### src/design/rtp_pkg.sv
package rtp_pkg;

   // Field widths and internal scaling
   localparam int DATA_WIDTH       = 24;
   localparam int CORDIC_STAGES    = 24;
   localparam int GUARD_BITS       = 8;
   localparam int ANGLE_GUARD      = 8;
   localparam int ANGLE_SCALE_BITS = DATA_WIDTH - 1 + ANGLE_GUARD;
   localparam int ANGLE_WIDTH      = DATA_WIDTH + 1;

   // x/y datapath: input magnitude times guard scale times CORDIC gain, signed
   localparam int XW      = DATA_WIDTH + GUARD_BITS + 2;
   // angle accumulator: +-pi preset plus the sum of all micro-rotation steps
   localparam int ZW      = ANGLE_SCALE_BITS + 2;
   localparam int SHIFT_W = $clog2(CORDIC_STAGES);

   // Pipeline depth from accepted beat to result strobe
   localparam int LATENCY = CORDIC_STAGES + 4;

   // pi on the accumulator scale
   localparam logic signed [ZW-1:0] ANGLE_PI = ZW'(64'd1 << ANGLE_SCALE_BITS);

   // atan(2^-i)/pi on the accumulator scale, rounded half up
   localparam logic signed [ZW-1:0] ATAN_TABLE [CORDIC_STAGES] = '{
      33'sd536870912, 33'sd316933406, 33'sd167458907, 33'sd85004756,
      33'sd42667331,  33'sd21354465,  33'sd10679838,  33'sd5340245,
      33'sd2670163,   33'sd1335087,   33'sd667544,    33'sd333772,
      33'sd166886,    33'sd83443,     33'sd41722,     33'sd20861,
      33'sd10430,     33'sd5215,      33'sd2608,      33'sd1304,
      33'sd652,       33'sd326,       33'sd163,       33'sd81
   };

   // Top 64 bits of a 64x64 product
   function automatic logic [63:0] mul_high(logic [63:0] a, logic [63:0] b);
      logic [127:0] prod;
      prod = {64'd0, a} * {64'd0, b};
      return prod[127:64];
   endfunction

   // Inverse CORDIC gain in Q62: largest c with c*c*prod(1+2^-2i) <= 1
   function automatic logic [61:0] calc_inv_gain();
      logic [63:0] p;
      logic [63:0] c;
      logic [63:0] t;
      logic [63:0] sq;
      p = 64'd1 << 62;
      c = 64'd0;
      for (int i = 0; i < CORDIC_STAGES; i++) begin
         if (2 * i < 64) begin
            p = p + (p >> (2 * i));
         end
      end
      for (int b = 61; b >= 0; b--) begin
         t  = c | (64'd1 << b);
         sq = mul_high(t, t);
         if (mul_high(sq, p) <= (64'd1 << 58)) begin
            c = t;
         end
      end
      return c[61:0];
   endfunction

   localparam int          INV_GAIN_W = 62;
   localparam int          GAIN_LO_W  = INV_GAIN_W / 2;
   localparam int          GAIN_HI_W  = INV_GAIN_W - GAIN_LO_W;
   localparam logic [61:0] INV_GAIN   = calc_inv_gain();

   // Payload handed from cell to cell
   typedef struct packed {
      logic                 zero;
      logic signed [XW-1:0] x;
      logic signed [XW-1:0] y;
      logic signed [ZW-1:0] z;
   } rtp_vec_type;

endpackage

### src/design/rtp_prerotate.sv
module rtp_prerotate (
   input  logic                                  clock,
   input  logic                                  reset,
   input  logic                                  accept,
   input  logic signed [rtp_pkg::DATA_WIDTH-1:0] real_part,
   input  logic signed [rtp_pkg::DATA_WIDTH-1:0] imag_part,
   output logic                                  out_valid,
   output rtp_pkg::rtp_vec_type                  out_vec
);
   import rtp_pkg::*;

   logic                 valid_ff;
   rtp_vec_type          vec_ff;
   rtp_vec_type          vec_in;
   logic signed [XW-1:0] re_ext;
   logic signed [XW-1:0] im_ext;

   // Fold the left half plane onto the right one, preset the angle to +-pi
   always_comb begin
      re_ext      = XW'(real_part);
      im_ext      = XW'(imag_part);
      vec_in.zero = (real_part == '0) && (imag_part == '0);
      if (real_part[DATA_WIDTH-1]) begin
         vec_in.x = (-re_ext) <<< GUARD_BITS;
         vec_in.y = (-im_ext) <<< GUARD_BITS;
         vec_in.z = imag_part[DATA_WIDTH-1] ? -ANGLE_PI : ANGLE_PI;
      end else begin
         vec_in.x = re_ext <<< GUARD_BITS;
         vec_in.y = im_ext <<< GUARD_BITS;
         vec_in.z = '0;
      end
   end

   always_ff @(posedge clock) begin
      if (reset) begin
         valid_ff <= 1'b0;
      end else begin
         valid_ff <= accept;
      end
   end

   always_ff @(posedge clock) begin
      vec_ff <= vec_in;
   end

   assign out_valid = valid_ff;
   assign out_vec   = vec_ff;

endmodule

### config.mk
export PLATFORM = sky130hd
export DESIGN_NAME = rtp_prerotate
export DESIGN_NICKNAME = d
export VERILOG_FILES = /design/src/design/rtp_pkg.sv /design/src/design/rtp_prerotate.sv
export SDC_FILE = /design/constraint.sdc
export NUM_CORES = 1
export LEC_CHECK = 0
export BUFFER_PORTS_ARGS = -buffer_cell sky130_fd_sc_hd__clkbuf_2
export CELL_PAD_IN_SITES_DETAIL_PLACEMENT = 0
export CELL_PAD_IN_SITES_GLOBAL_PLACEMENT = 1
export CORE_MARGIN = 2
export CORE_UTILIZATION = 33
export CTS_CLUSTER_DIAMETER = 120
export DETAILED_ROUTE_END_ITERATION = 7
export GPL_TIMING_DRIVEN = 0
export HOLD_SLACK_MARGIN = 0.03
export PLACE_DENSITY_LB_ADDON = 0.1
export SLEW_MARGIN = 20
export SYNTH_ARGS = -nofsm -noshare
export SYNTH_HDL_FRONTEND = slang
export SYNTH_SLANG_ARGS = --single-unit
### constraint.sdc
create_clock -name clock -period 3 [get_ports clock]
set_input_delay 0.45 -clock clock [delete_from_list [all_inputs] [get_ports clock]]
set_output_delay 0.45 -clock clock [all_outputs]
set_load 0.05 [all_outputs]
==> impl_summary.log <==
[metrics] die extent in y: 91.02 µm
[metrics] final core area utilization: 0.4696
[metrics] Achievable Freq: 508.3 MHz
[metrics] die outline width: 91.02 µm
[metrics] area enclosed by the die boundary: 8284 µm²
[metrics] number of buffers created by CTS: 5
[metrics] All-Layer GR Usage: 0.1396
[metrics] Total Routed Length: 5800 µm
[metrics] Critical Path End Type: register
[metrics] core region area: 7292 µm²
[metrics] Final Setup Violations: 0
[metrics] share of synthesized flip-flops with an asynchronous set or reset: 0
[metrics] Final Max Tran Viols: 0
[metrics] htree depth: 2
[metrics] Resized cells post-CTS: 0
[metrics] number of warnings printed during yosys synthesis: 0
[metrics] IO Port Bufs: 106
[metrics] Post-DRT Antenna Nets: 0
[metrics] RSZ-0062 raised after global routing: false
[metrics] CTS Hold Buffers Added: 0
[metrics] Iteration-0 DRC Markers: 48
[metrics] number of antenna violations at the first check in global routing: 0
[metrics] relative slew slack: 0.4971
[metrics] number of global-route vias before repair: 1964
[metrics] fill cell count: 746
[metrics] Crit. Startpoint: real_part[9]
[metrics] type of the worst setup path: in -> reg
[metrics] global-route wire length before repair: 9190 µm
[metrics] register area: 1121 µm²
[metrics] total DRC errors in the routed layout: 0
[metrics] share of the clock period used by the worst path after layout: 0.6558
[metrics] time the final worst path needs with I/O delays and setup: 1.967 ns
[metrics] final std cell area, no fill: 3425 µm²
[metrics] number of I/O pins: 154
[metrics] Yosys cell types: 29
[metrics] clock sink count: 56
[metrics] area post-placement: 3333 µm²
[metrics] Yosys top cell by area: sky130_fd_sc_hd__dfxtp_1
[metrics] Final Hold Violating Endpoints: 0
[metrics] number of max-cap violations: 0
[metrics] DP HPWL: 4599 µm
[metrics] worst-margin pin slew: 0.7474 ns
[metrics] area overhead of the layout relative to synthesis: 37.06%
[metrics] Setup WS post-layout: 1.033 ns
[metrics] area of the mapped netlist: 2499 µm²
[metrics] type of the most critical hold path: in -> reg
[metrics] final cell count without fillers: 513
[metrics] outcome: finished, final reports clean
[metrics] multi-input gate area in the final layout: 1152 µm²
[metrics] Design Power: 1.926 mW
[metrics] Post-Syn Area per Cell: 9.915 µm²
[metrics] share of cells above drive strength 1: 0.4010
[metrics] count of flip-flops with a built-in enable after synthesis: 0
[metrics] ys flop type: sky130_fd_sc_hd__dfxtp_1
[metrics] GR Overflow Total: 0
[metrics] first-pass iteration count of the detailed router: 4
[metrics] Placement Setup Slack: 0.7100 ns
[metrics] instance count of the mapped netlist: 252
[metrics] LEAKAGE: 1.655 nW
[metrics] clock tree root driver cell: sky130_fd_sc_hd__clkbuf_8
[metrics] antenna diode instance count: 0
[metrics] cell types with the highest counts after synthesis: 56 x sky130_fd_sc_hd__dfxtp_1, 47 x sky130_fd_sc_hd__buf_4, 43 x sky130_fd_sc_hd__xnor2_1, 18 x sky130_fd_sc_hd__o21ai_0, 15 x sky130_fd_sc_hd__o31ai_1
[metrics] Worst Hold Margin: 0.2841 ns
[metrics] Starting Density: 0.3427
[metrics] Final Wtd Congestion: 0.7643
[metrics] pwr dens: 562.5 nW/µm²
[metrics] clock tree buffer depth: 2
[metrics] setup tns final: 0 ns
[metrics] Worst Path Max Fanout: 6
[metrics] Worst IR Drop VDD: 0.0001960 V
[metrics] number of vias in the routed layout: 2067
[metrics] sequential area share after synthesis: 0.4487
[metrics] Worst Setup Start Kind: input pin
[metrics] buffer count from post-CTS setup fixing: 0
[metrics] net count reported at finish: 466
[metrics] placed cell count: 505
[metrics] maximum number of pins on one net before global-route repair: 19
[metrics] endpoint of the most critical setup path: out_vec[95]
[metrics] count of state elements after synthesis: 56
[metrics] most frequent cell after synthesis: sky130_fd_sc_hd__dfxtp_1
[metrics] TritonCTS clock tree: done
[metrics] routed length per instance: 11.31 µm
[metrics] post-CTS clock slew at the launch and capture registers of the worst setup and hold paths: 0.10 ns
[metrics] critical path required time: 3.25 ns
[metrics] number of placement rows: 31
[metrics] vias per cell: 4.029
[metrics] biggest area contributors in the synthesized netlist: sky130_fd_sc_hd__dfxtp_1 45%, sky130_fd_sc_hd__xnor2_1 15%, sky130_fd_sc_hd__buf_4 14%
[metrics] critical path arrival: 2.21 ns
[metrics] Synth top area share: 0.4487
-- logic make-up after synthesis --
logic type	after synthesis	share of synthesized area
adder cells (fa/ha/maj)	2	0.01001
AND/OR/NAND/NOR	51	0.1137
flip-flops	56	0.4487
AO/OA/AOI/OAI	40	0.1132
buffers and inverters	59	0.1622
other	1	0.001501
XOR/XNOR	43	0.1507
-- state kept, by name, indices dropped and copies added (netlist names) --
| register | count |
|---|---|
| out_vec | 55 |
| out_valid | 1 |
-- final cells by class --
cell class                      instances  share of cell area
Inverter                                6            0.006577
Tap cell                               99             0.03617
Timing Repair Buffer                  106              0.1549
Clock buffer                            5             0.02010
Clock inverter                          3            0.006577
Buffer                                 53              0.1118
Sequential cell                        56              0.3274
Multi-Input combinational cell        185              0.3365
-- power by group --
| group | internal, mW | switching (mW) |
|---|---|---|
| Sequential | 0.816 | 0.0175 |
| Combinational | 0.168 | 0.503 |
| Clock | 0.168 | 0.254 |
| Total | 1.15 | 0.775 |
-- cell usage in the layout, fill, tap and decap left out, drive strengths merged, types with 3 or more instances in the layout --
cell      n
buf      48
nand2b    5
nor3      4
nand3     3
inv       7
o31ai    15
o21ai    18
o41ai     7
or4       5
dfxtp    56
nor2      5
xnor2    43
nand2    13
conb     49
clkbuf  116
nor4      6
-- routing by layer --
layer  track usage  vias to the layer above  wire length [µm]
met3       0.04564                        5               489
met2        0.2389                       93              2713
li1              -                     1089                 -
met4       0.04924                        0                79
met5             0                        -                 0
met1        0.1631                      880              2518
-- worst min path at each step --
stage | slack [ns] | cells after the start | startpoint | endpoint
6_report | 0.28 | 1 | real_part[0] | out_vec[75]
5_1_grt | 0.27 | 2 | reset | out_valid
4_1_cts | 0.27 | 1 | real_part[0] | out_vec[75]
3_5_place_dp | 0.61 | 1 | real_part[0] | out_vec[75]
3_3_place_gp | 0.60 | 1 | imag_part[0] | out_vec[41]
2_1_floorplan | 0.48 | 0 | real_part[23] | out_vec[31]
-- critical path, cell delays in order --
cell                       delay (ns)
sky130_fd_sc_hd__clkbuf_2        0.12
sky130_fd_sc_hd__or4_4           0.55
sky130_fd_sc_hd__or4_4           0.50
sky130_fd_sc_hd__buf_6           0.15
sky130_fd_sc_hd__o41ai_4         0.29
sky130_fd_sc_hd__xnor2_1         0.15
Power figures use the tool's default switching activity.
