==> config.mk <==
export PLATFORM = sky130hd
export DESIGN_NAME = rtp_gain
export DESIGN_NICKNAME = d
export VERILOG_FILES = /design/src/design/rtp_pkg.sv /design/src/design/rtp_gain.sv
export SDC_FILE = /design/constraint.sdc
export NUM_CORES = 2
export LEC_CHECK = 0
export ABC_CLOCK_PERIOD_IN_PS = 13400
export BUFFER_PORTS_ARGS = -buffer_cell sky130_fd_sc_hd__buf_2
export CORE_ASPECT_RATIO = 0.8
export CORE_MARGIN = 2
export CORE_UTILIZATION = 55
export CTS_CLUSTER_DIAMETER = 60
export CTS_CLUSTER_SIZE = 20
export DETAILED_ROUTE_END_ITERATION = 10
export PLACE_DENSITY = 0.72
export SYNTH_ARGS = -nofsm -noshare
export SYNTH_HDL_FRONTEND = slang
export SYNTH_SLANG_ARGS = --single-unit
==> constraint.sdc <==
create_clock -name clock -period 13.4 [get_ports clock]
set_clock_uncertainty 0.15 [all_clocks]
set_input_delay 1.34 -clock clock [delete_from_list [all_inputs] [get_ports clock]]
set_output_delay 1.34 -clock clock [all_outputs]
set_load 0.01 [all_outputs]
==> src/design/rtp_pkg.sv <==
package rtp_pkg;

   // Field widths and internal scaling
   localparam int DATA_WIDTH       = 24;
   localparam int CORDIC_STAGES    = 24;
   localparam int GUARD_BITS       = 8;
   localparam int ANGLE_GUARD      = 8;
   localparam int ANGLE_SCALE_BITS = DATA_WIDTH - 1 + ANGLE_GUARD;
   localparam int ANGLE_WIDTH      = DATA_WIDTH + 1;

   // x/y datapath: input magnitude times guard scale times CORDIC gain, signed
   localparam int XW      = DATA_WIDTH + GUARD_BITS + 2;
   // angle accumulator: +-pi preset plus the sum of all micro-rotation steps
   localparam int ZW      = ANGLE_SCALE_BITS + 2;
   localparam int SHIFT_W = $clog2(CORDIC_STAGES);

   // Pipeline depth from accepted beat to result strobe
   localparam int LATENCY = CORDIC_STAGES + 4;

   // pi on the accumulator scale
   localparam logic signed [ZW-1:0] ANGLE_PI = ZW'(64'd1 << ANGLE_SCALE_BITS);

   // atan(2^-i)/pi on the accumulator scale, rounded half up
   localparam logic signed [ZW-1:0] ATAN_TABLE [CORDIC_STAGES] = '{
      33'sd536870912, 33'sd316933406, 33'sd167458907, 33'sd85004756,
      33'sd42667331,  33'sd21354465,  33'sd10679838,  33'sd5340245,
      33'sd2670163,   33'sd1335087,   33'sd667544,    33'sd333772,
      33'sd166886,    33'sd83443,     33'sd41722,     33'sd20861,
      33'sd10430,     33'sd5215,      33'sd2608,      33'sd1304,
      33'sd652,       33'sd326,       33'sd163,       33'sd81
   };

   // Top 64 bits of a 64x64 product
   function automatic logic [63:0] mul_high(logic [63:0] a, logic [63:0] b);
      logic [127:0] prod;
      prod = {64'd0, a} * {64'd0, b};
      return prod[127:64];
   endfunction

   // Inverse CORDIC gain in Q62: largest c with c*c*prod(1+2^-2i) <= 1
   function automatic logic [61:0] calc_inv_gain();
      logic [63:0] p;
      logic [63:0] c;
      logic [63:0] t;
      logic [63:0] sq;
      p = 64'd1 << 62;
      c = 64'd0;
      for (int i = 0; i < CORDIC_STAGES; i++) begin
         if (2 * i < 64) begin
            p = p + (p >> (2 * i));
         end
      end
      for (int b = 61; b >= 0; b--) begin
         t  = c | (64'd1 << b);
         sq = mul_high(t, t);
         if (mul_high(sq, p) <= (64'd1 << 58)) begin
            c = t;
         end
      end
      return c[61:0];
   endfunction

   localparam int          INV_GAIN_W = 62;
   localparam int          GAIN_LO_W  = INV_GAIN_W / 2;
   localparam int          GAIN_HI_W  = INV_GAIN_W - GAIN_LO_W;
   localparam logic [61:0] INV_GAIN   = calc_inv_gain();

   // Payload handed from cell to cell
   typedef struct packed {
      logic                 zero;
      logic signed [XW-1:0] x;
      logic signed [XW-1:0] y;
      logic signed [ZW-1:0] z;
   } rtp_vec_type;

endpackage

==> src/design/rtp_gain.sv <==
module rtp_gain (
   input  logic                                    clock,
   input  logic                                    reset,
   input  logic                                    in_valid,
   input  rtp_pkg::rtp_vec_type                    in_vec,
   output logic                                    out_valid,
   output logic [rtp_pkg::DATA_WIDTH-1:0]          magnitude,
   output logic signed [rtp_pkg::ANGLE_WIDTH-1:0]  angle
);
   import rtp_pkg::*;

   localparam int XMAG_W = XW - 1;
   localparam int PART_W = XMAG_W + GAIN_LO_W;
   localparam int SUM_W  = XMAG_W + INV_GAIN_W;
   localparam int M_W    = SUM_W - INV_GAIN_W;
   localparam int RND_W  = M_W + 1;
   localparam int MAGF_W = RND_W - GUARD_BITS;
   localparam int ZR_W   = ZW + 1;
   localparam int ANGF_W = ZR_W - ANGLE_GUARD;

   localparam logic [GAIN_LO_W-1:0] GAIN_LO = INV_GAIN[GAIN_LO_W-1:0];
   localparam logic [GAIN_HI_W-1:0] GAIN_HI = INV_GAIN[INV_GAIN_W-1:GAIN_LO_W];
   localparam logic [MAGF_W-1:0]    MAG_MAX = MAGF_W'({DATA_WIDTH{1'b1}});
   localparam logic signed [ANGF_W-1:0] HALF_TURN = ANGF_W'(64'd1 << (DATA_WIDTH - 1));

   // stage 1: partial products, rounded angle
   logic                          valid1_ff;
   logic                          zero1_ff;
   logic [PART_W-1:0]             plo1_ff;
   logic [PART_W-1:0]             phi1_ff;
   logic signed [ANGLE_WIDTH-1:0] ang1_ff;
   logic [XMAG_W-1:0]             xmag;
   logic [PART_W-1:0]             plo1_in;
   logic [PART_W-1:0]             phi1_in;
   logic signed [ZR_W-1:0]        z_round;
   logic signed [ANGF_W-1:0]      ang_full;
   logic signed [ANGLE_WIDTH-1:0] ang1_in;

   // stage 2: scaled magnitude before rounding
   logic                          valid2_ff;
   logic                          zero2_ff;
   logic [M_W-1:0]                m2_ff;
   logic signed [ANGLE_WIDTH-1:0] ang2_ff;
   logic [SUM_W-1:0]              sum2;

   // stage 3: result registers
   logic                          valid3_ff;
   logic [DATA_WIDTH-1:0]         mag3_ff;
   logic signed [ANGLE_WIDTH-1:0] ang3_ff;
   logic [RND_W-1:0]              mag_sum;
   logic [MAGF_W-1:0]             mag_full;
   logic [DATA_WIDTH-1:0]         mag3_in;

   // Clamp x, split the gain constant, round and saturate the angle
   always_comb begin
      xmag     = in_vec.x[XW-1] ? '0 : in_vec.x[XMAG_W-1:0];
      plo1_in  = PART_W'(xmag) * PART_W'(GAIN_LO);
      phi1_in  = PART_W'(xmag) * PART_W'(GAIN_HI);
      z_round  = ZR_W'(in_vec.z) + ZR_W'(64'd1 << (ANGLE_GUARD - 1));
      ang_full = z_round[ZR_W-1:ANGLE_GUARD];
      if (ang_full > HALF_TURN) begin
         ang1_in = ANGLE_WIDTH'(HALF_TURN);
      end else if (ang_full < -HALF_TURN) begin
         ang1_in = ANGLE_WIDTH'(-HALF_TURN);
      end else begin
         ang1_in = ang_full[ANGLE_WIDTH-1:0];
      end
   end

   // Recombine partial products, keep bits above Q62
   assign sum2 = {phi1_ff, {GAIN_LO_W{1'b0}}} + SUM_W'(plo1_ff);

   // Round half up by the guard bits, saturate, force zero for a zero sample
   always_comb begin
      mag_sum  = RND_W'(m2_ff) + RND_W'(64'd1 << (GUARD_BITS - 1));
      mag_full = mag_sum[RND_W-1:GUARD_BITS];
      if (zero2_ff) begin
         mag3_in = '0;
      end else if (mag_full > MAG_MAX) begin
         mag3_in = MAG_MAX[DATA_WIDTH-1:0];
      end else begin
         mag3_in = mag_full[DATA_WIDTH-1:0];
      end
   end

   always_ff @(posedge clock) begin
      if (reset) begin
         valid1_ff <= 1'b0;
         valid2_ff <= 1'b0;
         valid3_ff <= 1'b0;
      end else begin
         valid1_ff <= in_valid;
         valid2_ff <= valid1_ff;
         valid3_ff <= valid2_ff;
      end
   end

   always_ff @(posedge clock) begin
      zero1_ff <= in_vec.zero;
      plo1_ff  <= plo1_in;
      phi1_ff  <= phi1_in;
      ang1_ff  <= ang1_in;
      zero2_ff <= zero1_ff;
      m2_ff    <= sum2[SUM_W-1:INV_GAIN_W];
      ang2_ff  <= ang1_ff;
      mag3_ff  <= mag3_in;
      ang3_ff  <= zero2_ff ? '0 : ang2_ff;
   end

   assign out_valid = valid3_ff;
   assign magnitude = mag3_ff;
   assign angle     = ang3_ff;

endmodule

==> qor.yml <==
clkTransAtPathRegs_ns: 0.08
maxSlewViolCount: 0
syn_nets: 5489
synth.area.top_cells: "fa_1 38%, ha_1 21%, dfxtp_1 11%"
synth_compound_area_frac: 0.0705
initial_core_util: 0.556
cp_max_fo: 47
wl_per_cell_um: 21.7
place_congestion: 1.05
max-slew-margin-rel: 0.0497
synth_fa_ha_area_frac: 0.588
rr_worst_depth: 10
die_h_um: 243
setup_viol: 0
ctsRootBufferMaster: "clkbuf_16"
die_w_um: 303
clkSinkCount: 221
ys_ff_latch: 221
drtAntennaViolNets: 0
drc: 2
synth_common_cells: "1136 x inv_1, 749 x fa_1, 648 x ha_1"
syn_to_final_growth_pct: 6.31
antenna_found_initial: 1
drive_gt1_frac: 0.0522
overflow: 0
r2r-start: "plo1_ff[34]$_DFF_P_"
grt_setup_unrepaired: "false"
hold_buffers: 0
cp.required_ns: 13.66
multi_input_area_sq_mm: 0.0304
htreeDepth: 1
rows: 87
period_minus_slack_ns: 10.90
violations: "design-rule violations"
drv_cap: 0
avgSynthCellArea_sq_um: 9.86
cts_resized: 0
dpl.hpwl_um: 96300
clkLatencyLatePin_ns: 0.53
synth_flop_cell: "dfxtp_1"
synth.distinct_cells: 76
grt_start_max_net_pins: 50
cts_setup_buffers: 0
synth-simple-area-share: 0.0760
finalHoldViolCount: 0
synth_top_family_by_area: "adder cells"
grt_pass1_wl_um: 166000
totalWireLength_um: 110000
syn_area_sq_mm: 0.0393
holdCritStartpoint: "ang1_ff[7]$_SDFF_PP0_"
hold_depth: 0
cp-start-kind: "input port"
synth_top_area_frac: 0.381
cts_buffer_depth: 3
nFillCells: 6054
synthCells: 3987
tightestPinTransition_ns: 1.39
worstPathArrival_ns: 11.16
cts_tree: "yes"
yosysTopAreaCell: "fa_1"
tns_ns: 0
synth_seq_area_share: 0.113
cts_made_buffers: 20
yosysMostFrequentCell: "inv_1"
route.vias.total: 27500
die_area_sq_mm: 0.0736
grt_pass1_vias: 27700
fin_crit_sh: 0.813
critical_path_class: "in -> reg"
status: "complete, but fails checks"
seqCellArea_sq_mm: 0.00442
firstDrtPassIters: 8
crit_path_start: "in_vec[100]"
routed_via_density: 5.45
grtUsageTotal: 0.304
min_path_type: "reg -> reg"
io_pins: 155
synth-xor-area-share: 0.0361
cp-end-kind: "register"
first_iter_violations: 2357
final_nets: 5605
portBuffers: 113
synth_edf_count: 0
yosysWarningCount: 0
core_area_sq_mm: 0.0706
synthMuxAreaShare: 0.00201
async_reset_ff_frac: 0
timing.fmax_mhz: 91.7
==> cells in the final DEF (no fill, tap or decap), types with 6 or more instances in the layout <==
| cell | instances |
|---|---|
| a211oi_1 | 13 |
| a21o_1 | 72 |
| a21oi_1 | 155 |
| a31oi_1 | 16 |
| a41oi_1 | 7 |
| and2_1 | 17 |
| and3_1 | 29 |
| and4_1 | 8 |
| buf_2 | 113 |
| buf_4 | 42 |
| clkbuf_16 | 21 |
| dfxtp_1 | 221 |
| fa_1 | 749 |
| ha_1 | 648 |
| inv_1 | 1136 |
| nand2_1 | 119 |
| nand2b_1 | 40 |
| nand3_1 | 65 |
| nand4_1 | 34 |
| nor2_1 | 95 |
| nor2b_1 | 57 |
| nor3_1 | 38 |
| nor4_1 | 24 |
| o211ai_1 | 8 |
| o21a_1 | 12 |
| o21ai_0 | 75 |
| o21bai_1 | 11 |
| o31ai_1 | 8 |
| or2_2 | 6 |
| or3_1 | 8 |
| xnor2_1 | 94 |
| xor2_1 | 68 |
==> metrics by stage <==
| step | hold WS [ns] | setup slack, ns | cells | cell area, sq um | utilization |
|---|---|---|---|---|---|
| after floorplan | 0.160 | 4.16 | 3987 | 39300 | - |
| after global placement | 0.160 | 2.35 | 5015 | 41100 | 0.582 |
| after detailed placement | 0.162 | 2.25 | 5015 | 41100 | 0.582 |
| after CTS | 0.180 | 2.78 | 5049 | 41800 | 0.592 |
| after global routing | 0.185 | 2.16 | 5049 | 41800 | 0.592 |
| final | 0.179 | 2.50 | 5050 | 41800 | 0.592 |
==> layout make-up <==
type / count / area share
clock buffers: 23 / 0.0128
multi-input cells: 2569 / 0.727
flip-flops and latches: 221 / 0.106
diodes: 1 / 0.0000599
well taps: 934 / 0.0280
inverters: 1136 / 0.102
repair buffers: 155 / 0.0211
clock inverters: 11 / 0.00341
==> routing by layer <==
| layer | share of wire | GRT usage | up-vias | routed length [um] |
|---|---|---|---|---|
| met2 | 0.41 | 0.425 | 1059 | 44700 |
| met5 | 0 | 0 | - | 0 |
| li1 | - | - | 12600 | - |
| met3 | 0.12 | 0.104 | 132 | 13100 |
| met4 | 0.029 | 0.0752 | 0 | 3170 |
| met1 | 0.44 | 0.450 | 13700 | 48800 |
==> worst max-delay path, cell delays in order <==
cell	delay, ns
buf_2	0.57
nand2b_1	0.71
inv_1	0.72
ha_1	0.70
inv_1	0.18
fa_1	0.52
fa_1	0.51
inv_1	0.05
fa_1	0.45
fa_1	0.54
fa_1	0.43
fa_1	0.49
inv_1	0.05
fa_1	0.49
inv_1	0.04
ha_1	0.35
nand3_1	0.15
nor3_1	0.43
o311ai_0	0.45
a211oi_1	0.44
nor3_2	0.17
o31ai_1	0.58
a31o_2	0.41
a41oi_1	0.18
xnor2_1	0.17
==> registers in the layout, summed over array words and instances, names as in the netlist <==
name       flops
zero2_ff       1
ang2_ff       25
m2_ff         26
valid1_ff      1
magnitude     24
plo1_ff       29
valid2_ff      1
out_valid      1
ang1_ff       25
zero1_ff       1
angle         25
phi1_ff       62
==> path summary, 6_finish.rpt <==
| check | to | slack (ns) |
|---|---|---|
| setup reg to reg | m2_ff[16]$_DFF_P_ | 9.69 |
| setup / recovery | plo1_ff[56]$_DFF_P_ | 2.50 |
| hold / removal | ang2_ff[7]$_DFF_P_ | 0.18 |
| hold reg to reg | ang2_ff[7]$_DFF_P_ | 0.18 |
==> cells by family (layout without fill, tap and decap cells) <==
family | Yosys count | in the layout
fa+ha+maj | 1397 | 1397
buf+inv | 1197 | 1325
simple gates | 569 | 569
compound gates | 434 | 434
flops | 221 | 221
xor+xnor | 162 | 162
mux | 7 | 7
other cells | 0 | 1
Power is left out: the tool's default activity adds up to more than one toggle a clock period on the data nets, which glitch-free logic cannot reach.
