## src/design/rtp_pkg.sv

```systemverilog
package rtp_pkg;

   // Field widths and internal scaling
   localparam int DATA_WIDTH       = 24;
   localparam int CORDIC_STAGES    = 24;
   localparam int GUARD_BITS       = 8;
   localparam int ANGLE_GUARD      = 8;
   localparam int ANGLE_SCALE_BITS = DATA_WIDTH - 1 + ANGLE_GUARD;
   localparam int ANGLE_WIDTH      = DATA_WIDTH + 1;

   // x/y datapath: input magnitude times guard scale times CORDIC gain, signed
   localparam int XW      = DATA_WIDTH + GUARD_BITS + 2;
   // angle accumulator: +-pi preset plus the sum of all micro-rotation steps
   localparam int ZW      = ANGLE_SCALE_BITS + 2;
   localparam int SHIFT_W = $clog2(CORDIC_STAGES);

   // Pipeline depth from accepted beat to result strobe
   localparam int LATENCY = CORDIC_STAGES + 4;

   // pi on the accumulator scale
   localparam logic signed [ZW-1:0] ANGLE_PI = ZW'(64'd1 << ANGLE_SCALE_BITS);

   // atan(2^-i)/pi on the accumulator scale, rounded half up
   localparam logic signed [ZW-1:0] ATAN_TABLE [CORDIC_STAGES] = '{
      33'sd536870912, 33'sd316933406, 33'sd167458907, 33'sd85004756,
      33'sd42667331,  33'sd21354465,  33'sd10679838,  33'sd5340245,
      33'sd2670163,   33'sd1335087,   33'sd667544,    33'sd333772,
      33'sd166886,    33'sd83443,     33'sd41722,     33'sd20861,
      33'sd10430,     33'sd5215,      33'sd2608,      33'sd1304,
      33'sd652,       33'sd326,       33'sd163,       33'sd81
   };

   // Top 64 bits of a 64x64 product
   function automatic logic [63:0] mul_high(logic [63:0] a, logic [63:0] b);
      logic [127:0] prod;
      prod = {64'd0, a} * {64'd0, b};
      return prod[127:64];
   endfunction

   // Inverse CORDIC gain in Q62: largest c with c*c*prod(1+2^-2i) <= 1
   function automatic logic [61:0] calc_inv_gain();
      logic [63:0] p;
      logic [63:0] c;
      logic [63:0] t;
      logic [63:0] sq;
      p = 64'd1 << 62;
      c = 64'd0;
      for (int i = 0; i < CORDIC_STAGES; i++) begin
         if (2 * i < 64) begin
            p = p + (p >> (2 * i));
         end
      end
      for (int b = 61; b >= 0; b--) begin
         t  = c | (64'd1 << b);
         sq = mul_high(t, t);
         if (mul_high(sq, p) <= (64'd1 << 58)) begin
            c = t;
         end
      end
      return c[61:0];
   endfunction

   localparam int          INV_GAIN_W = 62;
   localparam int          GAIN_LO_W  = INV_GAIN_W / 2;
   localparam int          GAIN_HI_W  = INV_GAIN_W - GAIN_LO_W;
   localparam logic [61:0] INV_GAIN   = calc_inv_gain();

   // Payload handed from cell to cell
   typedef struct packed {
      logic                 zero;
      logic signed [XW-1:0] x;
      logic signed [XW-1:0] y;
      logic signed [ZW-1:0] z;
   } rtp_vec_type;

endpackage

```

## src/design/rtp_cell.sv

```systemverilog
module rtp_cell (
   input  logic                              clock,
   input  logic                              reset,
   input  logic [rtp_pkg::SHIFT_W-1:0]       shift,
   input  logic signed [rtp_pkg::ZW-1:0]     atan_step,
   input  logic                              in_valid,
   input  rtp_pkg::rtp_vec_type              in_vec,
   output logic                              out_valid,
   output rtp_pkg::rtp_vec_type              out_vec
);
   import rtp_pkg::*;

   logic                 valid_ff;
   rtp_vec_type          vec_ff;
   rtp_vec_type          vec_in;
   logic signed [XW-1:0] xs;
   logic signed [XW-1:0] ys;

   // One micro-rotation toward the real axis
   always_comb begin
      xs          = in_vec.x >>> shift;
      ys          = in_vec.y >>> shift;
      vec_in.zero = in_vec.zero;
      if (in_vec.y[XW-1]) begin
         vec_in.x = in_vec.x - ys;
         vec_in.y = in_vec.y + xs;
         vec_in.z = in_vec.z - atan_step;
      end else begin
         vec_in.x = in_vec.x + ys;
         vec_in.y = in_vec.y - xs;
         vec_in.z = in_vec.z + atan_step;
      end
   end

   always_ff @(posedge clock) begin
      if (reset) begin
         valid_ff <= 1'b0;
      end else begin
         valid_ff <= in_valid;
      end
   end

   always_ff @(posedge clock) begin
      vec_ff <= vec_in;
   end

   assign out_valid = valid_ff;
   assign out_vec   = vec_ff;

endmodule

```

## config.mk

```make
export PLATFORM = sky130hd
export DESIGN_NAME = rtp_cell
export DESIGN_NICKNAME = d
export VERILOG_FILES = /design/src/design/rtp_pkg.sv /design/src/design/rtp_cell.sv
export SDC_FILE = /design/constraint.sdc
export NUM_CORES = 1
export LEC_CHECK = 0
export ABC_CLOCK_PERIOD_IN_PS = 8200
export BUFFER_PORTS_ARGS = -buffer_cell sky130_fd_sc_hd__buf_2
export CAP_MARGIN = 20
export CORE_MARGIN = 2
export CORE_UTILIZATION = 29
export CTS_CLUSTER_DIAMETER = 50
export DETAILED_ROUTE_END_ITERATION = 8
export GPL_TIMING_DRIVEN = 0
export PLACE_DENSITY = 0.59
export SYNTH_ARGS = -nofsm -noshare
export SYNTH_HDL_FRONTEND = slang
export SYNTH_SLANG_ARGS = --single-unit
```

## constraint.sdc

```tcl
create_clock -name clock -period 8.2 [get_ports clock]
set_clock_uncertainty 0.2 [all_clocks]
set_input_delay 0.82 -clock clock [delete_from_list [all_inputs] [get_ports clock]]
set_output_delay 0.82 -clock clock [all_outputs]
set_load 0.005 [all_outputs]
```

==> results of run 1 <==
final timing paths:
| kind | cells past startpoint | slack, ps | end | start |
|---|---|---|---|---|
| max | 20 | 330 | out_vec[65]$_DFF_P_ | shift[2] |
| min | 1 | 320 | out_vec[101]$_DFF_P_ | in_vec[101] |
cell type report:
cell class | count | area (sq um)
diodes | 1 | 2.50
plain buffers | 82 | 444
clock buffers | 10 | 239
clock inverters | 6 | 61.3
fillers | 5053 | 31400
inverters | 58 | 218
multi-input cells | 1380 | 11400
flip-flops and latches | 103 | 2060
well taps | 615 | 769
repair buffers | 246 | 1270
per-layer routing:
layer	wire, microns	GRT usage [%]
met1	30000	35.5
met2	32200	44.4
met3	5480	5.63
met4	3170	12.0
met5	13	0
through the flow:
| step | power (uW) | hold slack [ps] | area (sq um) | setup WS, ps |
|---|---|---|---|---|
| 5_1_grt | 3080 | 305 | 16500 | 14.7 |
| 3_5_place_dp | 2420 | 725 | 16200 | -1680 |
| 2_1_floorplan | 1770 | 648 | 14100 | 1780 |
| 4_1_cts | 2910 | 299 | 16500 | 23.7 |
| 3_3_place_gp | 2410 | 722 | 16100 | -1810 |
| 6_report | 2900 | 318 | 16500 | 326 |
registers in the layout (all words and copies together), names as in the netlist:
name	cells
out_vec	102
out_valid	1
cell usage after synthesis, drive strengths merged (48+ instances only):
master and n:
dfxtp 103, a21oi 140, nor2 163, mux4 106, o21ai 64, buf 48, nand2 96, ha 101
xnor2 118, inv 57, mux2i 63
power breakdown:
group	total [uW]	internal [uW]	switching, uW	leakage [uW]
clock network	469	222	247	0.000145
registers	744	696	47.5	0.000869
logic	1690	712	973	0.00596
cells by family after synthesis:
group,Yosys count,share of synthesized area (%)
flops,103,14.6
buf+inv,142,4.67
fa+ha+maj,104,9.37
simple gates,457,15.9
xor+xnor,159,9.95
compound gates,458,21.3
mux,202,24.3
cells in the final DEF, fill, tap and decap left out, types with 22 or more instances in the layout:
cell type / count
buf_2: 262
nor2_1: 162
a21oi_1: 140
xnor2_1: 118
dfxtp_1: 103
mux4_2: 101
ha_1: 101
nand2_1: 96
o21ai_0: 63
mux2i_1: 60
inv_1: 57
xor2_1: 40
a21o_1: 40
mux2_2: 31
nor3_1: 29
clkbuf_1: 27
o21a_1: 27
nand3_1: 26
a31oi_1: 22
repair_timing:
action | in CTS | in global routing
resized for setup | 6 | 14
hold endpoints to repair | 0 | 0
setup endpoints to repair | 26 | 11
buffers inserted | 0 | 0
==> summary.md, run 1 <==
| Metric | Value |
|---|---|
| Min-delay worst type | `in -> reg` |
| Achievable Freq | `roughly 0.13 GHz` |
| Pin count of the biggest net entering global routing | `20` |
| CP max FO | `10` |
| Largest buffer count on any clock path | `2` |
| Outcome | `completed` |
| CP Cell Sequence | `clkbuf_1 -> buf_2 -> buf_2 -> nor2_1 -> a21oi_1 -> a222oi_1 -> nor4_2 -> nand2_1 -> nor4b_2 -> nor2_1 -> xnor2_1 -> ha_1 -> a2111oi_1 -> and3_1 -> a21oi_1 -> o21ai_0 -> o21ai_0 -> a311o_1 -> a21oi_1 -> xnor2_1` |
| Critical path class | `in -> reg` |
| Total number of vias | `15,000` |
| Leak | `approximately 0.007 uW` |
| Slew @ Worst Pin | `between 1000 and 1500 ps` |
| RSZ-0062 raised after global routing | `false` |
| DRT iter0 DRCs | `~1,600` |
| Fin util | `34.4%` |
| Initial Util | `between 20 and 30%` |
| Setup TNS Final | `0 ps` |
| # H-tree levels | `3` |
| Final hold vios | `0` |
| Drt total wl | `70,800 microns` |
| # IOs | `between 200 and 250` |
| Post-synth EDFFs | `0` |
| Die ar. | `50,500 sq um` |
| Die H | `around 220 microns` |
| Syn nets | `1,872` |
| Min Clock Period, post-route | `between 7000 and 8000 ps` |
| Fin. max-slew vios | `0` |
| CP dominant cell by count | `a21oi_1` |
| CP Capture Type | `flip-flop` |
| Share of cells above drive strength 1 | `between 20% and 30%` |
| Maximum vdd ir drop | `around 0.097 mV` |
| Data required time of the worst path | `about 8300 ps` |
| Area Growth Syn to Fin | `16.9%` |
| Power per cell area | `about 180 nW/um^2` |
| Syn Std Cell Area | `around 14,000 sq um` |
| Post-CTS Hold Fix Bufs | `0` |
| GPL Wtd Cong | `1.03` |
| Max-Cap Viols | `0` |
| FF+latch count, synth | `slightly above 100` |
| Netlist cell types | `87` |
| Setup-failing EPs final | `0` |
| Clock sink count | `slightly above 100` |
| Top-area cell type share of the netlist area | `16.1%` |
| Detailed-route vias per instance | `approximately 6.0` |
| Mean Syn Cell Area | `8.70 sq um` |
| Clock-pin slew on the worst setup and hold paths | `around 80 ps` |
| CTS tree | `yes` |
| First-pass GRT wire length | `approximately 100,000 microns` |
| Nets@finish | `2,127` |
| Crit share post-route | `96.0%` |
| Critical-path top delay cell | `nor4_2` |
| Post-synth top flop | `dfxtp_1` |
| Non-Filler Instances | `about 2,500` |
| Async S/R FF share, synth | `0%` |
| Initial antenna violation count | `3` |
| DRT Pass-1 Iters | `5` |
| Yosys top cell by area | `mux4_2` |
| IO Port Bufs | `243` |
| Post-DP HPWL | `between 50,000 and 60,000 microns` |
| Critical Path AT | `about 8000 ps` |
| Row cnt | `80` |
| CP peak stage delay | `680 ps` |
| CORE AREA | `roughly 48,000 sq um` |
| Seq/Total Area, Yosys | `~15%` |
| DRC | `0` |
| Max transition margin | `approximately 14%` |
| CP bufs+invs | `3` |
| Top cells by area, synth | `mux4_2 (16%), dfxtp_1 (15%), ha_1 (8.9%)` |
| Cell count after synthesis | `~1,600` |
| Startpoint class of the critical path | `primary input` |
| Yosys warns | `0` |
| GRT Total Usage | `around 28%` |
| Antenna viol nets, final | `0` |
| Family with the most delay on the worst path | `compound AO/OA/AOI/OAI gates` |
| Root buffer cell | `clkbuf_16` |
| Global route total overflow | `0` |
| Placed cell count | `roughly 2,500` |
| Avg WL per Cell | `28.3 microns` |
| Vias in the first global route | `14,400` |
| Total CTS buffers | `9` |
| Die extent in x | `about 220 microns` |
Note: power is estimated with default switching activity, not from simulation.
==> run 2: changes to the inputs <==
- CORE_MARGIN: 2 -> 4
- REMOVE_ABC_BUFFERS: not set -> 1
==> summary.md, run 2 (same netlist as run 1, synthesis figures left out) <==
| Metric | Value |
|---|---|
| CP Capture Type | `flip-flop (unchanged)` |
| Max transition margin | `29.4% (was 13.9%)` |
| Worst Hold End | `out_vec[101]$_DFF_P_ (unchanged)` |
| Pin count of the biggest net entering global routing | `86 (was 20)` |
| Root buffer cell | `clkbuf_16 (unchanged)` |
| Data required time of the worst path | `8280 ps (was 8340 ps)` |
| Clock-pin slew on the worst setup and hold paths | `80 ps (about the same)` |
| HP Start | `in_vec[101] (unchanged)` |
| Total CTS buffers | `9 (unchanged)` |
| Global route total overflow | `0 (unchanged)` |
| Most frequent cells in the layout | `buf_2 (240), nor2_1 (161), a21oi_1 (140) (was buf_2 (262), nor2_1 (162), a21oi_1 (140))` |
| GRT Total Usage | `19.3% (was 27.5%)` |
| Die extent in x | `229 microns (was 225 microns)` |
| Min Clock Period, post-route | `7640 ps (was 7870 ps)` |
| Non-Filler Instances | `2,426 (was 2,501)` |
| Hold path depth | `1 (unchanged)` |
| Fin. max-slew vios | `0 (unchanged)` |
| Initial Util | `29.5% (unchanged)` |
| Startpoint class of the critical path | `primary input (unchanged)` |
| Setup-failing EPs final | `0 (unchanged)` |
| Total number of vias | `13,900 (was 15,000)` |
| Post-DP HPWL | `41,600 microns (was 56,900 microns)` |
| Fillers | `4,969 (was 5,053)` |
| Avg WL per Cell | `21.6 microns (was 28.3 microns)` |
| Final Total Pwr | `2770 uW (was 2900 uW)` |
| First-pass GRT wire length | `80,000 microns (was 100,000 microns)` |
| Most common cell after layout, fill and taps aside | `buf_2 (unchanged)` |
| Placed cell count | `2,406 (was 2,485)` |
| Critical path class | `in -> reg (unchanged)` |
| CORE AREA | `47,900 sq um (unchanged)` |
| Drt total wl | `52,400 microns (was 70,800 microns)` |
| CTS tree | `yes (unchanged)` |
| Critical Path AT | `7720 ps (was 8010 ps)` |
| Final hold vios | `0 (unchanged)` |
| Area Growth Syn to Fin | `14.4% (was 16.9%)` |
| Worst Slack Setup Final | `565 ps (was 326 ps)` |
| DRT Pass-1 Iters | `6 (was 5)` |
| Vias in the first global route | `13,400 (was 14,400)` |
| Initial antenna violation count | `7 (was 3)` |
| # IOs | `246 (unchanged)` |
| Crit share post-route | `93.1% (was 96.0%)` |
| Critical-path top delay cell | `mux4_2 (was nor4_2)` |
| Nets@finish | `2,050 (was 2,127)` |
| Dpl ws | `-932 ps (was -1680 ps)` |
| Share of cells above drive strength 1 | `23.7% (was 24.9%)` |
| Max-Cap Viols | `0 (unchanged)` |
| CP max FO | `80 (was 10)` |
| Achievable Freq | `0.131 GHz (was 0.127 GHz)` |
| IO Port Bufs | `245 (was 243)` |
| Largest buffer count on any clock path | `2 (unchanged)` |
| Detailed-route vias per instance | `5.74 (was 6.00)` |
| CP peak stage delay | `650 ps (was 680 ps)` |
| Maximum vdd ir drop | `0.0910 mV (was 0.0966 mV)` |
| DRC | `0 (unchanged)` |
| Antenna viol nets, final | `0 (unchanged)` |
| RSZ-0062 raised after global routing | `false (unchanged)` |
| Row cnt | `80 (unchanged)` |
| Slew @ Worst Pin | `1060 ps (was 1290 ps)` |
| Outcome | `completed (unchanged)` |
| GPL Wtd Cong | `0.969 (was 1.03)` |
| Number of flip-flops in the largest register | `102 (unchanged)` |
| Clock sink count | `103 (unchanged)` |
| DRT iter0 DRCs | `1,214 (was 1,587)` |
| # H-tree levels | `3 (unchanged)` |
| Power per cell area | `171 nW/um^2 (was 176 nW/um^2)` |
| Min-delay worst type | `in -> reg (unchanged)` |
| Die H | `229 microns (was 225 microns)` |
| Leak | `0.00677 uW (was 0.00698 uW)` |
| Die ar. | `52,300 sq um (was 50,500 sq um)` |
run 2: worst max-delay path by stage:
| stage | end | slack [ps] | startpoint |
|---|---|---|---|
| final | out_vec[100]$_DFF_P_ | 560 | shift[0] |
| after global routing | out_vec[66]$_DFF_P_ | 90 | shift[1] |
| after CTS | out_vec[97]$_DFF_P_ | 100 | shift[0] |
| after detailed placement | out_vec[97]$_DFF_P_ | -930 | shift[3] |
| after global placement | out_vec[97]$_DFF_P_ | -1830 | shift[0] |
| after floorplan | out_vec[97]$_DFF_P_ | 1780 | shift[3] |
run 2: critical path, delay by kind of cell:
family / cells / cell delay, ps
simple gates: 5 / 1230
buf+inv: 3 / 720
compound gates: 12 / 2800
xor+xnor: 1 / 130
fa+ha+maj: 2 / 640
mux: 3 / 1310
run 2: timing repair:
item	4_1_cts	5_1_grt
hold buffers	0	0
endpoints found under the hold margin	0	0
setup buffers	0	0
setup endpoints to repair	8	5
resized for setup	2	3
run 2: layout make-up:
cell class | instances | area [sq um] | share of cell area, %
multi-input cells | 1380 | 11400 | 70.7
flip-flops and latches | 103 | 2060 | 12.7
repair buffers | 251 | 1400 | 8.68
well taps | 615 | 769 | 4.76
clock buffers | 9 | 225 | 1.39
inverters | 58 | 219 | 1.35
clock inverters | 7 | 57.6 | 0.356
diodes | 3 | 7.51 | 0.0464
run 2: layer usage:
metal / wire, microns / GRT usage (%)
met1: 22000 / 25.1
met2: 24200 / 31.4
met3: 4190 / 4.31
met4: 1930 / 7.41
met5: 44 / 0
run 2: metrics by stage:
stage	cell area, sq um	utilization, %	setup TNS [ps]	hold WS [ps]
floorplan	13700	-	0	648
global placement	15700	32.7	-31700	722
detailed placement	15800	33.0	-7290	732
CTS	16100	33.6	0	301
global route	16200	33.7	0	309
finish	16200	33.7	0	327
run 2: power by group:
group          total, uW  internal [uW]  switching (uW)
Combinational       1580            703             878
Sequential           743            697            46.8
Clock                442            209             233
Total               2770           1610            1160
